--- src/sv/hsha_pkg.sv ---
// Package for the humidity sensor heater and average unit.
// Widths, reset values, register indexes and shared types. No dependencies.
package hsha_pkg;

  localparam int HUM_W      = 14;
  localparam int TEMP_W     = 15;
  localparam int CNT_W      = 8;
  localparam int BAND_W     = 10;
  localparam int CFG_IDX_W  = 3;
  localparam int CFG_DATA_W = 14;

  localparam int RING_DEPTH = 4;
  localparam int RING_POS_W = (RING_DEPTH > 1) ? $clog2(RING_DEPTH) : 1;
  localparam int SUM_W      = HUM_W + $clog2(RING_DEPTH);

  typedef logic [HUM_W-1:0]         hum_t;
  typedef logic signed [TEMP_W-1:0] temp_t;
  typedef logic [CNT_W-1:0]         cnt_t;
  typedef logic [BAND_W-1:0]        band_t;
  typedef logic [CFG_IDX_W-1:0]     cfg_idx_t;
  typedef logic [CFG_DATA_W-1:0]    cfg_data_t;
  typedef logic [RING_POS_W-1:0]    ring_pos_t;
  typedef logic [SUM_W-1:0]         sum_t;

  localparam hum_t  THR_RST      = hum_t'(9600);
  localparam cnt_t  HEAT_ON_RST  = cnt_t'(5);
  localparam cnt_t  COOLDOWN_RST = cnt_t'(15);
  localparam cnt_t  TIMEOUT_RST  = cnt_t'(30);
  localparam band_t BAND_RST     = band_t'(50);
  localparam cnt_t  CNT_MAX      = '1;

  typedef enum logic [CFG_IDX_W-1:0] {
    REG_HUM_THR  = 3'd0,
    REG_HEAT_ON  = 3'd1,
    REG_COOLDOWN = 3'd2,
    REG_TIMEOUT  = 3'd3,
    REG_BAND     = 3'd4
  } cfg_reg_e;

  typedef struct packed {
    hum_t  hum_thr;
    cnt_t  heat_on;
    cnt_t  cooldown;
    cnt_t  timeout;
    band_t band;
  } cfg_t;

  // per-sample decision from the heater controller
  typedef struct packed {
    logic ring_wr;   // good read outside a cycle: store sample, publish average
    logic heater;
    logic cycle;
  } ctrl_res_t;

endpackage

--- src/sv/hsha_if.sv ---
// Channel interfaces for the humidity sensor heater and average unit.
// Depends on hsha_pkg for payload types.
interface hsha_in_if;
  logic                valid;
  logic                ready;
  logic                read_ok;
  hsha_pkg::temp_t     temperature_sample;
  hsha_pkg::hum_t      humidity_sample;

  modport source (output valid, read_ok, temperature_sample, humidity_sample, input ready);
  modport sink   (input valid, read_ok, temperature_sample, humidity_sample, output ready);
endinterface

interface hsha_out_if;
  logic                valid;
  logic                ready;
  logic                update_valid;
  hsha_pkg::hum_t      humidity_average;
  hsha_pkg::temp_t     temperature_out;
  logic                heater_drive;
  logic                cycle_active;
  logic                reinit_request;

  modport source (output valid, update_valid, humidity_average, temperature_out,
                  heater_drive, cycle_active, reinit_request, input ready);
  modport sink   (input valid, update_valid, humidity_average, temperature_out,
                  heater_drive, cycle_active, reinit_request, output ready);
endinterface

interface hsha_cfg_if;
  logic                valid;
  logic                ready;
  hsha_pkg::cfg_idx_t  index;
  hsha_pkg::cfg_data_t wdata;

  modport source (output valid, index, wdata, input ready);
  modport sink   (input valid, index, wdata, output ready);
endinterface

--- src/sv/hsha_cfg.sv ---
// Configuration register file: five threshold/count registers.
// Depends on hsha_pkg and hsha_cfg_if.
module hsha_cfg (
  input  logic         clk,
  input  logic         rst_n,
  hsha_cfg_if.sink     cfg_chan,
  output hsha_pkg::cfg_t cfg
);
  import hsha_pkg::*;

  cfg_t cfg_r, cfg_nxt;

  assign cfg_chan.ready = 1'b1;
  assign cfg = cfg_r;

  always_comb begin
    cfg_nxt = cfg_r;
    if (cfg_chan.valid) begin
      case (cfg_chan.index)
        REG_HUM_THR:  cfg_nxt.hum_thr  = cfg_chan.wdata[HUM_W-1:0];
        REG_HEAT_ON:  cfg_nxt.heat_on  = cfg_chan.wdata[CNT_W-1:0];
        REG_COOLDOWN: cfg_nxt.cooldown = cfg_chan.wdata[CNT_W-1:0];
        REG_TIMEOUT:  cfg_nxt.timeout  = cfg_chan.wdata[CNT_W-1:0];
        REG_BAND:     cfg_nxt.band     = cfg_chan.wdata[BAND_W-1:0];
        default:      cfg_nxt = cfg_r;  // unmapped index: ignored
      endcase
    end
  end

  always_ff @(posedge clk) begin
    if (!rst_n) begin
      cfg_r.hum_thr  <= THR_RST;
      cfg_r.heat_on  <= HEAT_ON_RST;
      cfg_r.cooldown <= COOLDOWN_RST;
      cfg_r.timeout  <= TIMEOUT_RST;
      cfg_r.band     <= BAND_RST;
    end else begin
      cfg_r <= cfg_nxt;
    end
  end

endmodule

--- src/sv/hsha_ctrl.sv ---
// Heater cycle controller: cooldown, cycle start, on-time and cycle end.
// Depends on hsha_pkg.
module hsha_ctrl (
  input  logic                 clk,
  input  logic                 rst_n,
  input  logic                 commit,
  input  logic                 read_ok,
  input  hsha_pkg::temp_t      temp,
  input  hsha_pkg::hum_t       hum,
  input  hsha_pkg::cfg_t       cfg,
  output hsha_pkg::ctrl_res_t  res
);
  import hsha_pkg::*;

  cnt_t  cnt_r, cnt_nxt;
  cnt_t  cool_r, cool_nxt;
  logic  cyc_r, cyc_nxt;
  logic  heat_r, heat_nxt;
  temp_t entry_r, entry_nxt;

  logic signed [TEMP_W:0] diff;
  logic [TEMP_W:0]        temp_gap;
  cnt_t                   cnt_inc;

  always_comb begin
    diff     = {temp[TEMP_W-1], temp} - {entry_r[TEMP_W-1], entry_r};
    temp_gap = diff[TEMP_W] ? -diff : diff;
    cnt_inc  = (cnt_r == CNT_MAX) ? cnt_r : cnt_r + cnt_t'(1);

    cnt_nxt   = cnt_r;
    cool_nxt  = cool_r;
    cyc_nxt   = cyc_r;
    heat_nxt  = heat_r;
    entry_nxt = entry_r;

    if (read_ok) begin
      if (cyc_r) begin
        cnt_nxt = cnt_inc;
        if (heat_r && cnt_inc >= cfg.heat_on)
          heat_nxt = 1'b0;
        // back near entry temperature, or timed out
        if (temp_gap <= (TEMP_W+1)'(cfg.band) || cnt_inc >= cfg.timeout) begin
          cyc_nxt  = 1'b0;
          heat_nxt = 1'b0;
          cool_nxt = cfg.cooldown;
        end
      end else if (cool_r != '0) begin
        cool_nxt = cool_r - cnt_t'(1);
      end else if (hum > cfg.hum_thr) begin
        cyc_nxt   = 1'b1;
        heat_nxt  = 1'b1;
        entry_nxt = temp;
        cnt_nxt   = '0;
      end
    end

    res.ring_wr = read_ok && !cyc_r;
    res.heater  = heat_nxt;
    res.cycle   = cyc_nxt;
  end

  always_ff @(posedge clk) begin
    if (!rst_n) begin
      cnt_r   <= '0;
      cool_r  <= '0;
      cyc_r   <= 1'b0;
      heat_r  <= 1'b0;
      entry_r <= '0;
    end else if (commit) begin
      cnt_r   <= cnt_nxt;
      cool_r  <= cool_nxt;
      cyc_r   <= cyc_nxt;
      heat_r  <= heat_nxt;
      entry_r <= entry_nxt;
    end
  end

endmodule

--- src/sv/hsha_ring.sv ---
// Humidity ring buffer and truncated mean, including the sample being written.
// Depends on hsha_pkg.
module hsha_ring (
  input  logic            clk,
  input  logic            rst_n,
  input  logic            wr_en,
  input  hsha_pkg::hum_t  wr_hum,
  output hsha_pkg::hum_t  avg
);
  import hsha_pkg::*;

  hum_t      ring_r [RING_DEPTH];
  ring_pos_t pos_r, pos_nxt;
  hum_t      view [RING_DEPTH];
  sum_t      sum;

  always_comb begin
    sum = '0;
    for (int i = 0; i < RING_DEPTH; i++) begin
      view[i] = (wr_en && pos_r == ring_pos_t'(i)) ? wr_hum : ring_r[i];
      sum     = sum + sum_t'(view[i]);
    end
    avg     = hum_t'(sum / RING_DEPTH);
    pos_nxt = (pos_r == ring_pos_t'(RING_DEPTH - 1)) ? '0 : pos_r + ring_pos_t'(1);
  end

  always_ff @(posedge clk) begin
    if (!rst_n) begin
      pos_r <= '0;
      for (int i = 0; i < RING_DEPTH; i++) ring_r[i] <= '0;
    end else if (wr_en) begin
      pos_r <= pos_nxt;
      for (int i = 0; i < RING_DEPTH; i++) ring_r[i] <= view[i];
    end
  end

endmodule

--- src/sv/humidity_sensor_heater_and_average_unit.sv ---
// Channel     | dir | transaction payload
// in_chan     | in  | read_ok, temperature_sample, humidity_sample
// out_chan    | out | update_valid, humidity_average, temperature_out, heater_drive,
//             |     | cycle_active, reinit_request (one per input transaction)
// cfg_chan    | in  | index, wdata; always ready
//
// One sample per clock unless out_chan stalls. Each sample passes the input register,
// then the heater controller and ring average settle into the output register.
// Synchronous active-low reset restores register defaults and clears the ring.
// A stall on out_chan holds the output register; the input register keeps
// accepting until it is also full.
// Top level; depends on hsha_pkg, hsha_if, hsha_cfg, hsha_ctrl, hsha_ring.
module humidity_sensor_heater_and_average_unit (
  input  logic        clk,
  input  logic        rst_n,
  hsha_in_if.sink     in_chan,
  hsha_out_if.source  out_chan,
  hsha_cfg_if.sink    cfg_chan
);
  import hsha_pkg::*;

  logic      s1_valid_r;
  logic      s1_ok_r;
  temp_t     s1_temp_r;
  hum_t      s1_hum_r;

  logic      out_valid_r;
  logic      out_upd_r;
  hum_t      out_avg_r;
  temp_t     out_temp_r;
  logic      out_heat_r;
  logic      out_cyc_r;
  logic      out_reinit_r;

  logic      advance;
  cfg_t      cfg;
  ctrl_res_t res;
  hum_t      avg;

  assign advance       = s1_valid_r && (!out_valid_r || out_chan.ready);
  assign in_chan.ready = !s1_valid_r || advance;

  hsha_cfg u_cfg (
    .clk      (clk),
    .rst_n    (rst_n),
    .cfg_chan (cfg_chan),
    .cfg      (cfg)
  );

  hsha_ctrl u_ctrl (
    .clk     (clk),
    .rst_n   (rst_n),
    .commit  (advance),
    .read_ok (s1_ok_r),
    .temp    (s1_temp_r),
    .hum     (s1_hum_r),
    .cfg     (cfg),
    .res     (res)
  );

  hsha_ring u_ring (
    .clk    (clk),
    .rst_n  (rst_n),
    .wr_en  (advance && res.ring_wr),
    .wr_hum (s1_hum_r),
    .avg    (avg)
  );

  always_ff @(posedge clk) begin
    if (!rst_n) begin
      s1_valid_r <= 1'b0;
    end else if (in_chan.ready) begin
      s1_valid_r <= in_chan.valid;
    end
  end

  always_ff @(posedge clk) begin
    if (in_chan.ready && in_chan.valid) begin
      s1_ok_r   <= in_chan.read_ok;
      s1_temp_r <= in_chan.temperature_sample;
      s1_hum_r  <= in_chan.humidity_sample;
    end
  end

  always_ff @(posedge clk) begin
    if (!rst_n) begin
      out_valid_r <= 1'b0;
    end else if (advance) begin
      out_valid_r <= 1'b1;
    end else if (out_chan.ready) begin
      out_valid_r <= 1'b0;
    end
  end

  always_ff @(posedge clk) begin
    if (advance) begin
      out_upd_r    <= res.ring_wr;
      out_avg_r    <= res.ring_wr ? avg : '0;
      out_temp_r   <= res.ring_wr ? s1_temp_r : '0;
      out_heat_r   <= res.heater;
      out_cyc_r    <= res.cycle;
      out_reinit_r <= !s1_ok_r;
    end
  end

  assign out_chan.valid            = out_valid_r;
  assign out_chan.update_valid     = out_upd_r;
  assign out_chan.humidity_average = out_avg_r;
  assign out_chan.temperature_out  = out_temp_r;
  assign out_chan.heater_drive     = out_heat_r;
  assign out_chan.cycle_active     = out_cyc_r;
  assign out_chan.reinit_request   = out_reinit_r;

endmodule

--- src/flat_wrapper.sv ---
// flat-port wrapper written by rule: the top's interface ports become plain ports
module humidity_sensor_heater_and_average_unit_flat import hsha_pkg::*;
  (clk, rst_n, in_chan_valid, in_chan_read_ok, in_chan_temperature_sample, in_chan_humidity_sample, in_chan_ready, out_chan_valid, out_chan_update_valid, out_chan_humidity_average, out_chan_temperature_out, out_chan_heater_drive, out_chan_cycle_active, out_chan_reinit_request, out_chan_ready, cfg_chan_valid, cfg_chan_index, cfg_chan_wdata, cfg_chan_ready);
  hsha_in_if in_chan_i ();
  hsha_out_if out_chan_i ();
  hsha_cfg_if cfg_chan_i ();
  input  logic clk;
  input  logic rst_n;
  input wire logic [$bits(in_chan_i.valid)-1:0] in_chan_valid;
  input wire logic [$bits(in_chan_i.read_ok)-1:0] in_chan_read_ok;
  input wire logic [$bits(in_chan_i.temperature_sample)-1:0] in_chan_temperature_sample;
  input wire logic [$bits(in_chan_i.humidity_sample)-1:0] in_chan_humidity_sample;
  output wire logic [$bits(in_chan_i.ready)-1:0] in_chan_ready;
  output wire logic [$bits(out_chan_i.valid)-1:0] out_chan_valid;
  output wire logic [$bits(out_chan_i.update_valid)-1:0] out_chan_update_valid;
  output wire logic [$bits(out_chan_i.humidity_average)-1:0] out_chan_humidity_average;
  output wire logic [$bits(out_chan_i.temperature_out)-1:0] out_chan_temperature_out;
  output wire logic [$bits(out_chan_i.heater_drive)-1:0] out_chan_heater_drive;
  output wire logic [$bits(out_chan_i.cycle_active)-1:0] out_chan_cycle_active;
  output wire logic [$bits(out_chan_i.reinit_request)-1:0] out_chan_reinit_request;
  input wire logic [$bits(out_chan_i.ready)-1:0] out_chan_ready;
  input wire logic [$bits(cfg_chan_i.valid)-1:0] cfg_chan_valid;
  input wire logic [$bits(cfg_chan_i.index)-1:0] cfg_chan_index;
  input wire logic [$bits(cfg_chan_i.wdata)-1:0] cfg_chan_wdata;
  output wire logic [$bits(cfg_chan_i.ready)-1:0] cfg_chan_ready;
  assign in_chan_i.valid = in_chan_valid;
  assign in_chan_i.read_ok = in_chan_read_ok;
  assign in_chan_i.temperature_sample = in_chan_temperature_sample;
  assign in_chan_i.humidity_sample = in_chan_humidity_sample;
  assign in_chan_ready = in_chan_i.ready;
  assign out_chan_valid = out_chan_i.valid;
  assign out_chan_update_valid = out_chan_i.update_valid;
  assign out_chan_humidity_average = out_chan_i.humidity_average;
  assign out_chan_temperature_out = out_chan_i.temperature_out;
  assign out_chan_heater_drive = out_chan_i.heater_drive;
  assign out_chan_cycle_active = out_chan_i.cycle_active;
  assign out_chan_reinit_request = out_chan_i.reinit_request;
  assign out_chan_i.ready = out_chan_ready;
  assign cfg_chan_i.valid = cfg_chan_valid;
  assign cfg_chan_i.index = cfg_chan_index;
  assign cfg_chan_i.wdata = cfg_chan_wdata;
  assign cfg_chan_ready = cfg_chan_i.ready;
  humidity_sensor_heater_and_average_unit u_core (.clk(clk), .rst_n(rst_n), .in_chan(in_chan_i), .out_chan(out_chan_i), .cfg_chan(cfg_chan_i));
endmodule
--- config.mk ---
export PLATFORM = sky130hd
export DESIGN_NAME = humidity_sensor_heater_and_average_unit_flat
export DESIGN_NICKNAME = d
export VERILOG_FILES = /design/src/sv/hsha_pkg.sv /design/src/sv/hsha_if.sv /design/src/sv/hsha_cfg.sv /design/src/sv/hsha_ctrl.sv /design/src/sv/hsha_ring.sv /design/src/sv/humidity_sensor_heater_and_average_unit.sv /design/src/flat_wrapper.sv
export SDC_FILE = /design/constraint.sdc
export NUM_CORES = 1
export LEC_CHECK = 0
export ABC_AREA = 1
export BUFFER_PORTS_ARGS = -buffer_cell sky130_fd_sc_hd__buf_2
export CAP_MARGIN = 5
export CORE_MARGIN = 5
export CORE_UTILIZATION = 30
export CTS_BUF_LIST = sky130_fd_sc_hd__clkbuf_8
export CTS_CLUSTER_SIZE = 20
export DETAILED_ROUTE_END_ITERATION = 12
export GPL_ROUTABILITY_DRIVEN = 0
export GPL_TIMING_DRIVEN = 1
export PLACE_DENSITY_LB_ADDON = 0.1
export SYNTH_ARGS = -nofsm -noshare
export SYNTH_HDL_FRONTEND = slang
export SYNTH_SLANG_ARGS = --single-unit
--- constraint.sdc ---
create_clock -name clk -period 9 [get_ports clk]
set_input_delay 0.9 -clock clk [delete_from_list [all_inputs] [get_ports clk]]
set_output_delay 0.9 -clock clk [all_outputs]
set_load 0.02 [all_outputs]
==> results of run 1 <==
==> through the flow <==
stage,setup slack (ns),cells,hold WS (ns)
5_1_grt,1.90,2098,0.448
4_1_cts,2.48,2098,0.443
3_3_place_gp,2.30,2029,0.446
6_report,2.64,2098,0.455
2_1_floorplan,2.45,1451,0.424
3_5_place_dp,2.21,2029,0.450
==> power groups by stage <==
stage               sequential (mW)  clock [mW]  combinational [mW]
floorplan                      1.10           0               0.385
global placement               1.09           0               0.551
detailed placement             1.09           0               0.554
CTS                            1.07       0.975               0.558
global route                   1.08        1.02               0.630
finish                         1.07       0.933               0.543
==> sequential cells by signal (all words and copies together) (netlist names), 2 cells and up <==
name,flops
u_core.s1_temp_r,15
u_core.u_ring.pos_r,2
u_core.out_chan.temperature_out,15
u_core.u_cfg.cfg,48
u_core.u_ctrl.cool_r,8
u_core.u_ring.ring_r,56
u_core.out_chan.humidity_average,14
u_core.u_ctrl.cnt_r,8
u_core.u_ctrl.entry_r,15
u_core.s1_hum_r,14
==> kinds of logic (layout without fill, tap and decap cells) <==
family | after synthesis | count (layout) | share of synthesized area
AND/OR/NAND/NOR | 513 | 513 | 0.182
buffers and inverters | 324 | 446 | 0.104
AO/OA/AOI/OAI | 282 | 282 | 0.127
flip-flops | 204 | 204 | 0.442
adder cells (fa/ha/maj) | 105 | 105 | 0.128
XOR/XNOR | 19 | 19 | 0.0139
multiplexers | 3 | 3 | 0.00251
other | 1 | 1 | 0.000314
==> area by class of cell <==
type | instances | area (um^2) | area share
multi-input cells | 923 | 5440 | 0.397
flip-flops and latches | 204 | 5280 | 0.385
inverters | 283 | 1060 | 0.0775
clock buffers | 49 | 674 | 0.0492
well taps | 525 | 657 | 0.0479
repair buffers | 94 | 490 | 0.0358
clock inverters | 20 | 105 | 0.00767
==> placed cells by master (no fill, tap or decap), drive strengths merged, types with 3 or more instances in the layout <==
master	count
xnor2	5
nor2	161
inv	297
nor4	4
buf	94
clkbuf	49
o21a	6
nor3	9
nand3b	4
mux2i	3
clkinv	5
dfxtp	85
a21boi	4
ha	76
nand2	268
o21ai	133
nand4	13
fa	29
nand3	50
o211ai	9
a21oi	120
xor2	14
edfxtp	119
==> synthesized netlist by cell type, types with 13 or more instances <==
library cell / n
inv_1: 273
nand2_1: 251
nor2_1: 152
o21ai_0: 129
edfxtp_1: 119
a21oi_1: 116
dfxtp_1: 85
ha_1: 76
nand3_1: 47
clkbuf_1: 36
fa_1: 29
nand2_2: 14
xor2_1: 14
nand4_1: 13
==> worst min-delay path by stage <==
stage	cells after the start	start	slack [ns]	endpoint
2_1_floorplan	2	u_core.u_cfg.cfg[25]$_SDFFE_PN0P_	0.42	u_core.u_cfg.cfg[25]$_SDFFE_PN0P_
3_3_place_gp	2	u_core.u_ctrl.entry_r[0]$_SDFFE_PN0P_	0.45	u_core.u_ctrl.entry_r[0]$_SDFFE_PN0P_
3_5_place_dp	2	u_core.u_cfg.cfg[25]$_SDFFE_PN0P_	0.45	u_core.u_cfg.cfg[25]$_SDFFE_PN0P_
4_1_cts	1	in_chan_temperature_sample[7]	0.44	u_core.s1_temp_r[7]$_DFFE_PP_
5_1_grt	1	in_chan_temperature_sample[7]	0.45	u_core.s1_temp_r[7]$_DFFE_PP_
6_report	2	u_core.u_cfg.cfg[25]$_SDFFE_PN0P_	0.45	u_core.u_cfg.cfg[25]$_SDFFE_PN0P_
==> layer usage <==
layer  track usage  wire [um]  up-vias
li1              -          -     4874
met1         0.184      14600     4279
met2         0.249      15200      125
met3        0.0318       1320       51
met4        0.0412        762        0
met5             0          0        -
==> critical path, delay by kind of cell (launching register included) <==
| family | cells | cell delay, ns |
|---|---|---|
| AND/OR/NAND/NOR | 9 | 2.03 |
| AO/OA/AOI/OAI | 8 | 1.53 |
| adder cells (fa/ha/maj) | 3 | 1.41 |
| buffers and inverters | 4 | 0.72 |
| flip-flops | 1 | 0.43 |
==> impl_results.md, run 1 <==
* Die X at 210 um
* Area grow syn2layout at 14.7%
* Reg power frac at 0.421
* Worst Max-Slew Pin Slew at 1.07 ns
* Mapped Nets at 1,608
* Number of synthesized flops with an enable pin at 119
* Setup violators final at 0
* WP data arrival at 6.69 ns
* CP peak stage delay at 0.62 ns
* Clock Pin Slew Worst Setup and Hold Paths at 0.06 ns
* Unrepaired setup endpoints after global routing: no
* Combinational share of power at 0.213
* Critical-path cell list: nor2_2, inv_2, nor2_4, nand2_1, o21ai_0, inv_1, fa_1, fa_1, inv_1, nor2_1, nand2_1, fa_1, inv_1, a21o_1, a21oi_1, nor2_1, nor2_1, o21bai_1, a21boi_0, o21ai_0, nand3_1, nand2_1, a21oi_1, o21a_1
* Netlist area before placement at 11,900 um^2
* Unique masters post-synth at 46
* DRT iter0 DRCs at 325
* GR Overflow Total at 0
* Clock Sinks at 204
* Post-synthesis cell count at 1,451
* Cts bufs inserted at 39
* Slew headroom at 0.284
* Full die area at 43,900 um^2
* Max VDD drop at 0.0903 mV
* Hold Fails Final Rpt at 0
* Fmax at 157 MHz
* RR Endpoint: u_core.out_chan.humidity_average[11]$_SDFFCE_PN0P_
* Filler cell count at 4,247
* Crit path time final at 6.36 ns
* # nets final at 1,702
* FFs w/ async S/R, synth at 0
* Final Cell Area at 13,700 um^2
* Layout cells sized above 1 at 0.126
* Sw Pwr at 0.795 mW
* Setup bufs post-CTS at 0
* Tcrit/Tclk final at 0.706
* Ys Warns at 0
* Area of placed instances at 12,900 um^2
* Crit path max fanout at 28
* CP Launch Type: flop
* R2r startpoint: u_core.u_ctrl.cyc_r$_SDFFE_PN0P_
* Die H at 210 um
* Pins over their slew limit at 0
* Diode count at 0
* Clock share of power at 0.366
* Row Count at 73
* Largest net degree at the start of global routing at 72
* Htree depth at 2
* Post-CTS Hold Fix Bufs at 0
* Max clock buf depth at 3
* Layout Skew at 0.0166 ns
* Drt total wl at 31.9 mm
* CP endpoint: u_core.out_chan.humidity_average[11]$_SDFFCE_PN0P_
* R2R Setup Slk at 2.64 ns
* Reg2reg path depth at 24
* Yosys top cell area share at 0.299
* Crit end category: flop
* Routed via count at 9,329
* Overall Global Routing Usage at 0.145
* Starting Density at 0.302
* CP max-delay cell: nor2_2
* Worst Hold Class: flop to flop
* Switching Share at 0.312
* Top_reg_cell synth: edfxtp_1
* IO Port Bufs at 86
* Total Power at 2.55 mW
* Syn_area_per_cell at 8.23 um^2
* Status: finished, final reports clean
* Cell Pwr Density at 186 nW/um^2
* Worst Setup SP: u_core.u_ctrl.cyc_r$_SDFFE_PN0P_
* Initial antenna violation count at 0
* Post-route setup TNS at 0 ns
* Max-Cap Viols at 0
* Vias per cell at 4.45
* Drt wl/cell at 15.2 um
* Antenna Nets Post-Route at 0
* Leak at 6.43 nW
* CP Data Required Time at 9.33 ns
* Vias in the first global route at 9,288
* Post-DP HPWL at 22.8 mm
* Clock Latency Late Sink at 0.58 ns
* Int Power at 1.75 mW
* Final Util at 0.346
* #FFs+latches synth at 204
* Core area at 39,500 um^2
* Total iterations of the first detailed-routing run at 5
* Post-synthesis sequential area ratio at 0.442
* IO Count at 88
* Clk Tree Root Cell: clkbuf_8
* Yosys top cell by area: edfxtp_1
* DRC errors left at 0
* Post_cts resized at 0
* Setup CP Type: flop to flop
* Top cells by area, synth: edfxtp_1, dfxtp_1, inv_1
* CTS tree: yes
* First-pass GRT wire length at 50.5 mm
Power figures use the tool's default switching activity.
==> run 2, diff against run 1 <==
==> constraint.sdc (replaced) <==
create_clock -name clk -period 5.3 [get_ports clk]
set_input_delay 0.53 -clock clk [delete_from_list [all_inputs] [get_ports clk]]
set_output_delay 0.53 -clock clk [all_outputs]
set_load 0.02 [all_outputs]
==> run 2 against run 1 <==
  * Final area up 0.74%
  * Setup slack worse by 2.1 ns
  * Combinational power up 72%
  * Routed wire length is 0.91% higher
  * Die area unchanged
  * Register-to-register slack got worse by 2.1 ns
  * Largest power group unchanged
  * Highest routed layer unchanged
==> impl_results.md, run 2 (synthesis results as in run 1) <==
* R2R Setup Slk at 0.52 ns (-2.13 ns)
* Max reg flops at 56 (unchanged)
* Worst Hold Class: input port to flop
* Drt wl/cell at 15.3 um (+0.33%)
* Crit path max fanout at 23 (-18%)
* Die H at 210 um (unchanged)
* IO Count at 88 (unchanged)
* Hold Startpoint: in_chan_temperature_sample[10]
* RR Endpoint: u_core.out_chan.humidity_average[11]$_SDFFCE_PN0P_
* # nets final at 1,709 (+0.41%)
* GR Overflow Total at 0 (unchanged)
* CTS tree: yes
* Status: finished, final reports clean
* Tcrit/Tclk final at 0.902 (+0.196)
* Commonest cells after routing, fill and taps aside: inv_1, nand2_1, nor2_1
* Setup violators final at 0 (unchanged)
* Post-DP HPWL at 23.5 mm (+3.2%)
* Slew headroom at 0.227 (-0.0574)
* Bufs and invs on worst path at 5 (+1)
* DRT iter0 DRCs at 501 (+54%)
* Layout cells sized above 1 at 0.132 (+0.00599)
* Total Power at 4.44 mW (+74%)
* CP peak stage delay at 0.61 ns (about the same)
* Final Util at 0.349 (+0.00256)
* Pins over their slew limit at 0 (unchanged)
* Initial antenna violation count at 0 (unchanged)
* WHS Path Cells at 1 (-1)
* IO Port Bufs at 86 (unchanged)
* CP Launch Type: flop
* Overall Global Routing Usage at 0.147 (+0.00235)
* Total iterations of the first detailed-routing run at 5 (unchanged)
* DRC errors left at 0 (unchanged)
* Hold endpoint: u_core.s1_temp_r[10]$_DFFE_PP_
* Core area at 39,500 um^2 (unchanged)
* Unrepaired setup endpoints after global routing: no
* First-pass GRT wire length at 51.1 mm (+1.3%)
* Routed via count at 9,377 (+0.51%)
* Clk Tree Root Cell: clkbuf_8
* Drt total wl at 32.2 mm (+0.91%)
* Full die area at 43,900 um^2 (unchanged)
* Max VDD drop at 0.195 mV (+120%)
* CP max-delay cell: dfxtp_1
* Max clock buf depth at 3 (unchanged)
* Cell Pwr Density at 321 nW/um^2 (+73%)
* Leak at 6.47 nW (+0.57%)
* Vias per cell at 4.44 (about the same)
* CP Data Required Time at 5.64 ns (-3.69 ns)
* Setup CP Type: flop to flop
* Crit end category: flop
* Max-Cap Viols at 0 (unchanged)
* Largest net degree at the start of global routing at 58 (-19%)
* WP data arrival at 5.12 ns (-1.57 ns)
* Layout Skew at 0.0242 ns (+0.00764 ns)
* Clock Pin Slew Worst Setup and Hold Paths at 0.06 ns (about the same)
* Clock Sinks at 204 (unchanged)
* Worst path depth at 24 (unchanged)
* Critical-path cell list: nor2_2, inv_2, nor2_4, nand2_2, buf_4, nand2_1, o21ai_0, inv_1, fa_1, fa_1, inv_1, fa_1, inv_1, a21o_1, a21oi_1, nor2_1, nor2_1, o21bai_1, a21boi_1, o21ai_1, nand3_1, nand2_1, a21oi_1, o21a_1
* Crit-path leading delay family: adder cells
* Diode count at 0 (unchanged)
* Worst Max-Slew Pin Slew at 1.16 ns (+0.0858 ns)
* Post-route setup TNS at 0 ns (unchanged)
* Area grow syn2layout at 15.5%
* R2r startpoint: u_core.u_ctrl.cyc_r$_SDFFE_PN0P_
* Crit path time final at 4.78 ns (-1.57 ns)
* Antenna Nets Post-Route at 0 (unchanged)
* Hold Fails Final Rpt at 0 (unchanged)
* Cts bufs inserted at 41 (+5.1%)
* Commonest non-fill, non-tap cell in the layout: inv_1
* Row Count at 73 (unchanged)
* Clock Latency Late Sink at 0.60 ns (+0.02 ns)
* Fmax at 209 MHz (+33%)
* Largest register by flop count: u_core.u_ring.ring_r
* Htree depth at 2 (unchanged)
* Die X at 210 um (unchanged)
* Vias in the first global route at 9,186 (-1.1%)
* Starting Density at 0.302 (unchanged)
* Reg2reg path depth at 24 (unchanged)
==> run 2: cell types whose count changed in the layout (fill, tap and decap cells not counted), sizes merged <==
cell / previous run / this run
clkinv: 5 / 14
clkinvlp: 0 / 1
clkbuf: 49 / 45
inv: 297 / 296
bufinv: 1 / 3
buf: 94 / 99
==> run 2: metal layers <==
layer | vias up | GRT usage | routed length (um)
li1 | 4884 | - | -
met1 | 4318 | 0.201 | 15400
met2 | 135 | 0.241 | 15000
met3 | 40 | 0.0311 | 1250
met4 | 0 | 0.0356 | 543
met5 | - | 0 | 0
==> run 2: cell type report <==
type                       instances  area (um^2)
tap                              525          657
clock inverter                    31          216
clock buffer                      45          619
timing repair buffer              99          528
inverter                         283         1060
fill                            4174        25700
multi-input combinational        923         5450
sequential                       204         5280
==> run 2: worst register-to-register path: stages (launching register included) <==
cell and delay [ns]:
dfxtp_1 0.61, nor2_2 0.11, inv_2 0.10, nor2_4 0.06
nand2_2 0.13, buf_4 0.27, nand2_1 0.07, o21ai_0 0.11
inv_1 0.09, fa_1 0.51, fa_1 0.55, inv_1 0.06
fa_1 0.41, inv_1 0.10, a21o_1 0.12, a21oi_1 0.09
nor2_1 0.10, nor2_1 0.05, o21bai_1 0.21, a21boi_1 0.15
o21ai_1 0.23, nand3_1 0.11, nand2_1 0.11, a21oi_1 0.07
o21a_1 0.12
==> run 2: stage by stage <==
step	hold slack (ns)	cell area (um^2)	instances	setup WS, ns
after CTS	0.0444	13800	2110	0.402
final	0.111	13800	2110	0.517
after global routing	0.0565	13800	2110	0.0209
after global placement	0.435	13000	2034	0.248
after floorplan	0.424	12000	1451	0.0115
after detailed placement	0.448	13000	2034	0.187
==> run 2: how the worst max path moves through the flow <==
stage | startpoint | to | slack (ns)
after floorplan | out_chan_ready | u_core.out_chan.humidity_average[11]$_SDFFCE_PN0P_ | 0.01
after global placement | out_chan_ready | u_core.out_chan.humidity_average[13]$_SDFFCE_PN0P_ | 0.25
after detailed placement | out_chan_ready | u_core.out_chan.humidity_average[13]$_SDFFCE_PN0P_ | 0.19
after CTS | u_core.u_ctrl.cyc_r$_SDFFE_PN0P_ | u_core.out_chan.humidity_average[13]$_SDFFCE_PN0P_ | 0.40
after global routing | u_core.u_ctrl.cyc_r$_SDFFE_PN0P_ | u_core.out_chan.humidity_average[11]$_SDFFCE_PN0P_ | 0.02
final | u_core.u_ctrl.cyc_r$_SDFFE_PN0P_ | u_core.out_chan.humidity_average[11]$_SDFFCE_PN0P_ | 0.52
==> run 2: where the power goes <==
group	leakage [nW]	total [mW]	switching (mW)	internal, mW
clock network	0.467	1.68	0.745	0.934
registers	1.89	1.82	0.0448	1.78
logic	4.12	0.934	0.604	0.330
==> run 2: timing repair <==
item | in CTS | in global routing
resized for setup | 0 | 1
hold buffers | 0 | 0
buffers inserted | 0 | 0
setup endpoints to repair | 0 | 2
==> run 3, diff against run 2 <==
--- a/config.mk
+++ b/config.mk
@@ -15,6 +15,7 @@
 export DETAILED_ROUTE_END_ITERATION = 12
 export GPL_ROUTABILITY_DRIVEN = 0
 export GPL_TIMING_DRIVEN = 1
+export MAX_ROUTING_LAYER = met4
 export PLACE_DENSITY_LB_ADDON = 0.1
 export SYNTH_ARGS = -nofsm -noshare
 export SYNTH_HDL_FRONTEND = slang
==> run 3 against run 2 <==
  * Critical path depth is 1 lower
  * Non-clock buffer count stayed put
  * Sequential share of layout area stayed put
  * Critical path type unchanged
==> impl_results.md, run 3 (synthesis results as in run 1) <==
* Status: finished, final reports clean
* Placed instance count at 2,034 (unchanged)
* Leak at 6.47 nW (unchanged)
* Total iterations of the first detailed-routing run at 5 (unchanged)
* Largest net degree at the start of global routing at 58 (unchanged)
* Routed via count at 9,352 (-0.27%)
* Commonest cells after routing, fill and taps aside: inv_1, nand2_1, nor2_1
* Worst Hold Class: input port to flop
* DRT iter0 DRCs at 506 (+1.0%)
* Clock Pin Slew Worst Setup and Hold Paths at 0.06 ns (about the same)
* # nets final at 1,709 (unchanged)
* Crit-path leading delay family: adder cells
* Area grow syn2layout at 15.5% (unchanged)
* Sequential cell area at 5280 um^2 (unchanged)
* Starting Density at 0.302 (unchanged)
* Setup CP Type: flop to flop
* Hold Slack at 0.112 ns (+0.000836 ns)
* Fin cells at 2,110 (unchanged)
* Bufs and invs on worst path at 5 (unchanged)
* Largest register by flop count: u_core.u_ring.ring_r
* Max VDD drop at 0.195 mV (about the same)
* Unrepaired setup endpoints after global routing: no
* WP data arrival at 5.12 ns (about the same)
* Crit end category: flop
* CP max-delay cell: fa_1
* Worst Max-Slew Pin Slew at 1.15 ns (-0.00652 ns)
* Clock Latency Late Sink at 0.60 ns (about the same)
* Pins over their slew limit at 0 (unchanged)
* Cts bufs inserted at 41 (unchanged)
* Overall Global Routing Usage at 0.152 (+0.00431)
* Max reg flops at 56 (unchanged)
* Die H at 210 um (unchanged)
* Filler cell count at 4,174 (unchanged)
* Fmax at 209 MHz (about the same)
* Commonest non-fill, non-tap cell in the layout: inv_1
* Layout cells sized above 1 at 0.132 (unchanged)
* Clock Sinks at 204 (unchanged)
* Final Util at 0.349 (unchanged)
* Tcrit/Tclk final at 0.902 (about the same)
* Crit path time final at 4.78 ns (-0.000150 ns)
* Cell Pwr Density at 321 nW/um^2 (about the same)
* Hold Fails Final Rpt at 0 (unchanged)
* Area of the multi-input gates at 5450 um^2 (unchanged)
* Layout Skew at 0.0279 ns (+0.00370 ns)
* CTS tree: yes
* Row Count at 73 (unchanged)
* Diode count at 0 (unchanged)
* Post_cts resized at 0 (unchanged)
* Clk Tree Root Cell: clkbuf_8
* Setup bufs post-CTS at 0 (unchanged)
* CP Launch Type: flop
* CP Data Required Time at 5.64 ns (about the same)
* Htree depth at 2 (unchanged)
* Slew headroom at 0.231 (+0.00436)
* CP peak stage delay at 0.55 ns (-0.06 ns)
* Initial antenna violation count at 0 (unchanged)
* Crit path max fanout at 26 (+13%)
* First-pass GRT wire length at 51.1 mm (about the same)
* Post-DP HPWL at 23.5 mm (unchanged)
* Post-CTS Hold Fix Bufs at 0 (unchanged)
* Post-route setup TNS at 0 ns (unchanged)
* Vias in the first global route at 9,203 (+0.19%)
* Pre-CTS setup slack at 0.187 ns (unchanged)
* Die X at 210 um (unchanged)
* Max-Cap Viols at 0 (unchanged)
* Max clock buf depth at 3 (unchanged)
* DRC errors left at 0 (unchanged)
* Drt total wl at 32.2 mm (about the same)
* Core area at 39,500 um^2 (unchanged)
* IO Count at 88 (unchanged)
* Full die area at 43,900 um^2 (unchanged)
* Setup violators final at 0 (unchanged)
* GR Overflow Total at 0 (unchanged)
* Drt wl/cell at 15.3 um (about the same)
* IO Port Bufs at 86 (unchanged)
* Worst Slack Setup Final at 0.517 ns (+0.000150 ns)
* Antenna Nets Post-Route at 0 (unchanged)
* Critical-path cell list: nor2_2, inv_2, nor2_4, nand2_2, buf_4, o21ai_0, inv_1, fa_1, fa_1, inv_1, fa_1, inv_1, a21o_1, a21oi_1, nor2_1, nor2_1, o21bai_1, a21boi_1, o21ai_1, nand3_1, nand2_1, a21oi_1, o21a_1
* Vias per cell at 4.43 (-0.27%)
run 3: cell counts in the layout (fill, tap and decap cells not counted):
No cell type changed its count.
run 3: layout make-up:
| class | instances | share of cell area |
|---|---|---|
| clock inverter | 31 | 0.0157 |
| clock buffer | 45 | 0.0449 |
| timing repair buffer | 99 | 0.0383 |
| sequential | 204 | 0.382 |
| inverter | 283 | 0.0770 |
| multi-input combinational | 923 | 0.394 |
| tap | 525 | 0.0476 |
run 3: per-layer routing:
metal / global-route usage / vias to the layer above / routed length (um)
met5: - / - / 0
met4: 0.0356 / 0 / 541
met3: 0.0305 / 42 / 1210
met2: 0.241 / 141 / 15000
met1: 0.201 / 4285 / 15500
li1: - / 4884 / -
run 3: worst paths after layout:
path	startpoint	to	slack [ns]	cells after the start
max	u_core.u_ctrl.cyc_r$_SDFFE_PN0P_	u_core.out_chan.humidity_average[11]$_SDFFCE_PN0P_	0.52	23
min	in_chan_temperature_sample[10]	u_core.s1_temp_r[10]$_DFFE_PP_	0.11	1
max reg2reg	u_core.u_ctrl.cyc_r$_SDFFE_PN0P_	u_core.out_chan.humidity_average[11]$_SDFFCE_PN0P_	0.52	23
min reg2reg	u_core.u_ctrl.entry_r[0]$_SDFFE_PN0P_	u_core.u_ctrl.entry_r[0]$_SDFFE_PN0P_	0.45	2
run 3: report_power, final:
part | switching, mW | total [mW] | internal [mW]
logic | 0.604 | 0.934 | 0.330
clock network | 0.746 | 1.68 | 0.934
registers | 0.0447 | 1.82 | 1.78
run 3: metrics by stage:
| stage | cell area (um^2) | power (mW) |
|---|---|---|
| floorplan | 12000 | 2.52 |
| global placement | 13000 | 2.80 |
| detailed placement | 13000 | 2.81 |
| CTS | 13800 | 4.54 |
| global route | 13800 | 4.75 |
| finish | 13800 | 4.44 |
run 3: worst reg2reg max path: stages (launching register included):
cell,delay [ns]
dfxtp_1,0.45
nor2_2,0.22
inv_2,0.07
nor2_4,0.20
nand2_2,0.10
buf_4,0.24
o21ai_0,0.25
inv_1,0.09
fa_1,0.46
fa_1,0.55
inv_1,0.06
fa_1,0.41
inv_1,0.10
a21o_1,0.12
a21oi_1,0.09
nor2_1,0.10
nor2_1,0.05
o21bai_1,0.21
a21boi_1,0.15
o21ai_1,0.23
nand3_1,0.11
nand2_1,0.11
a21oi_1,0.07
o21a_1,0.11
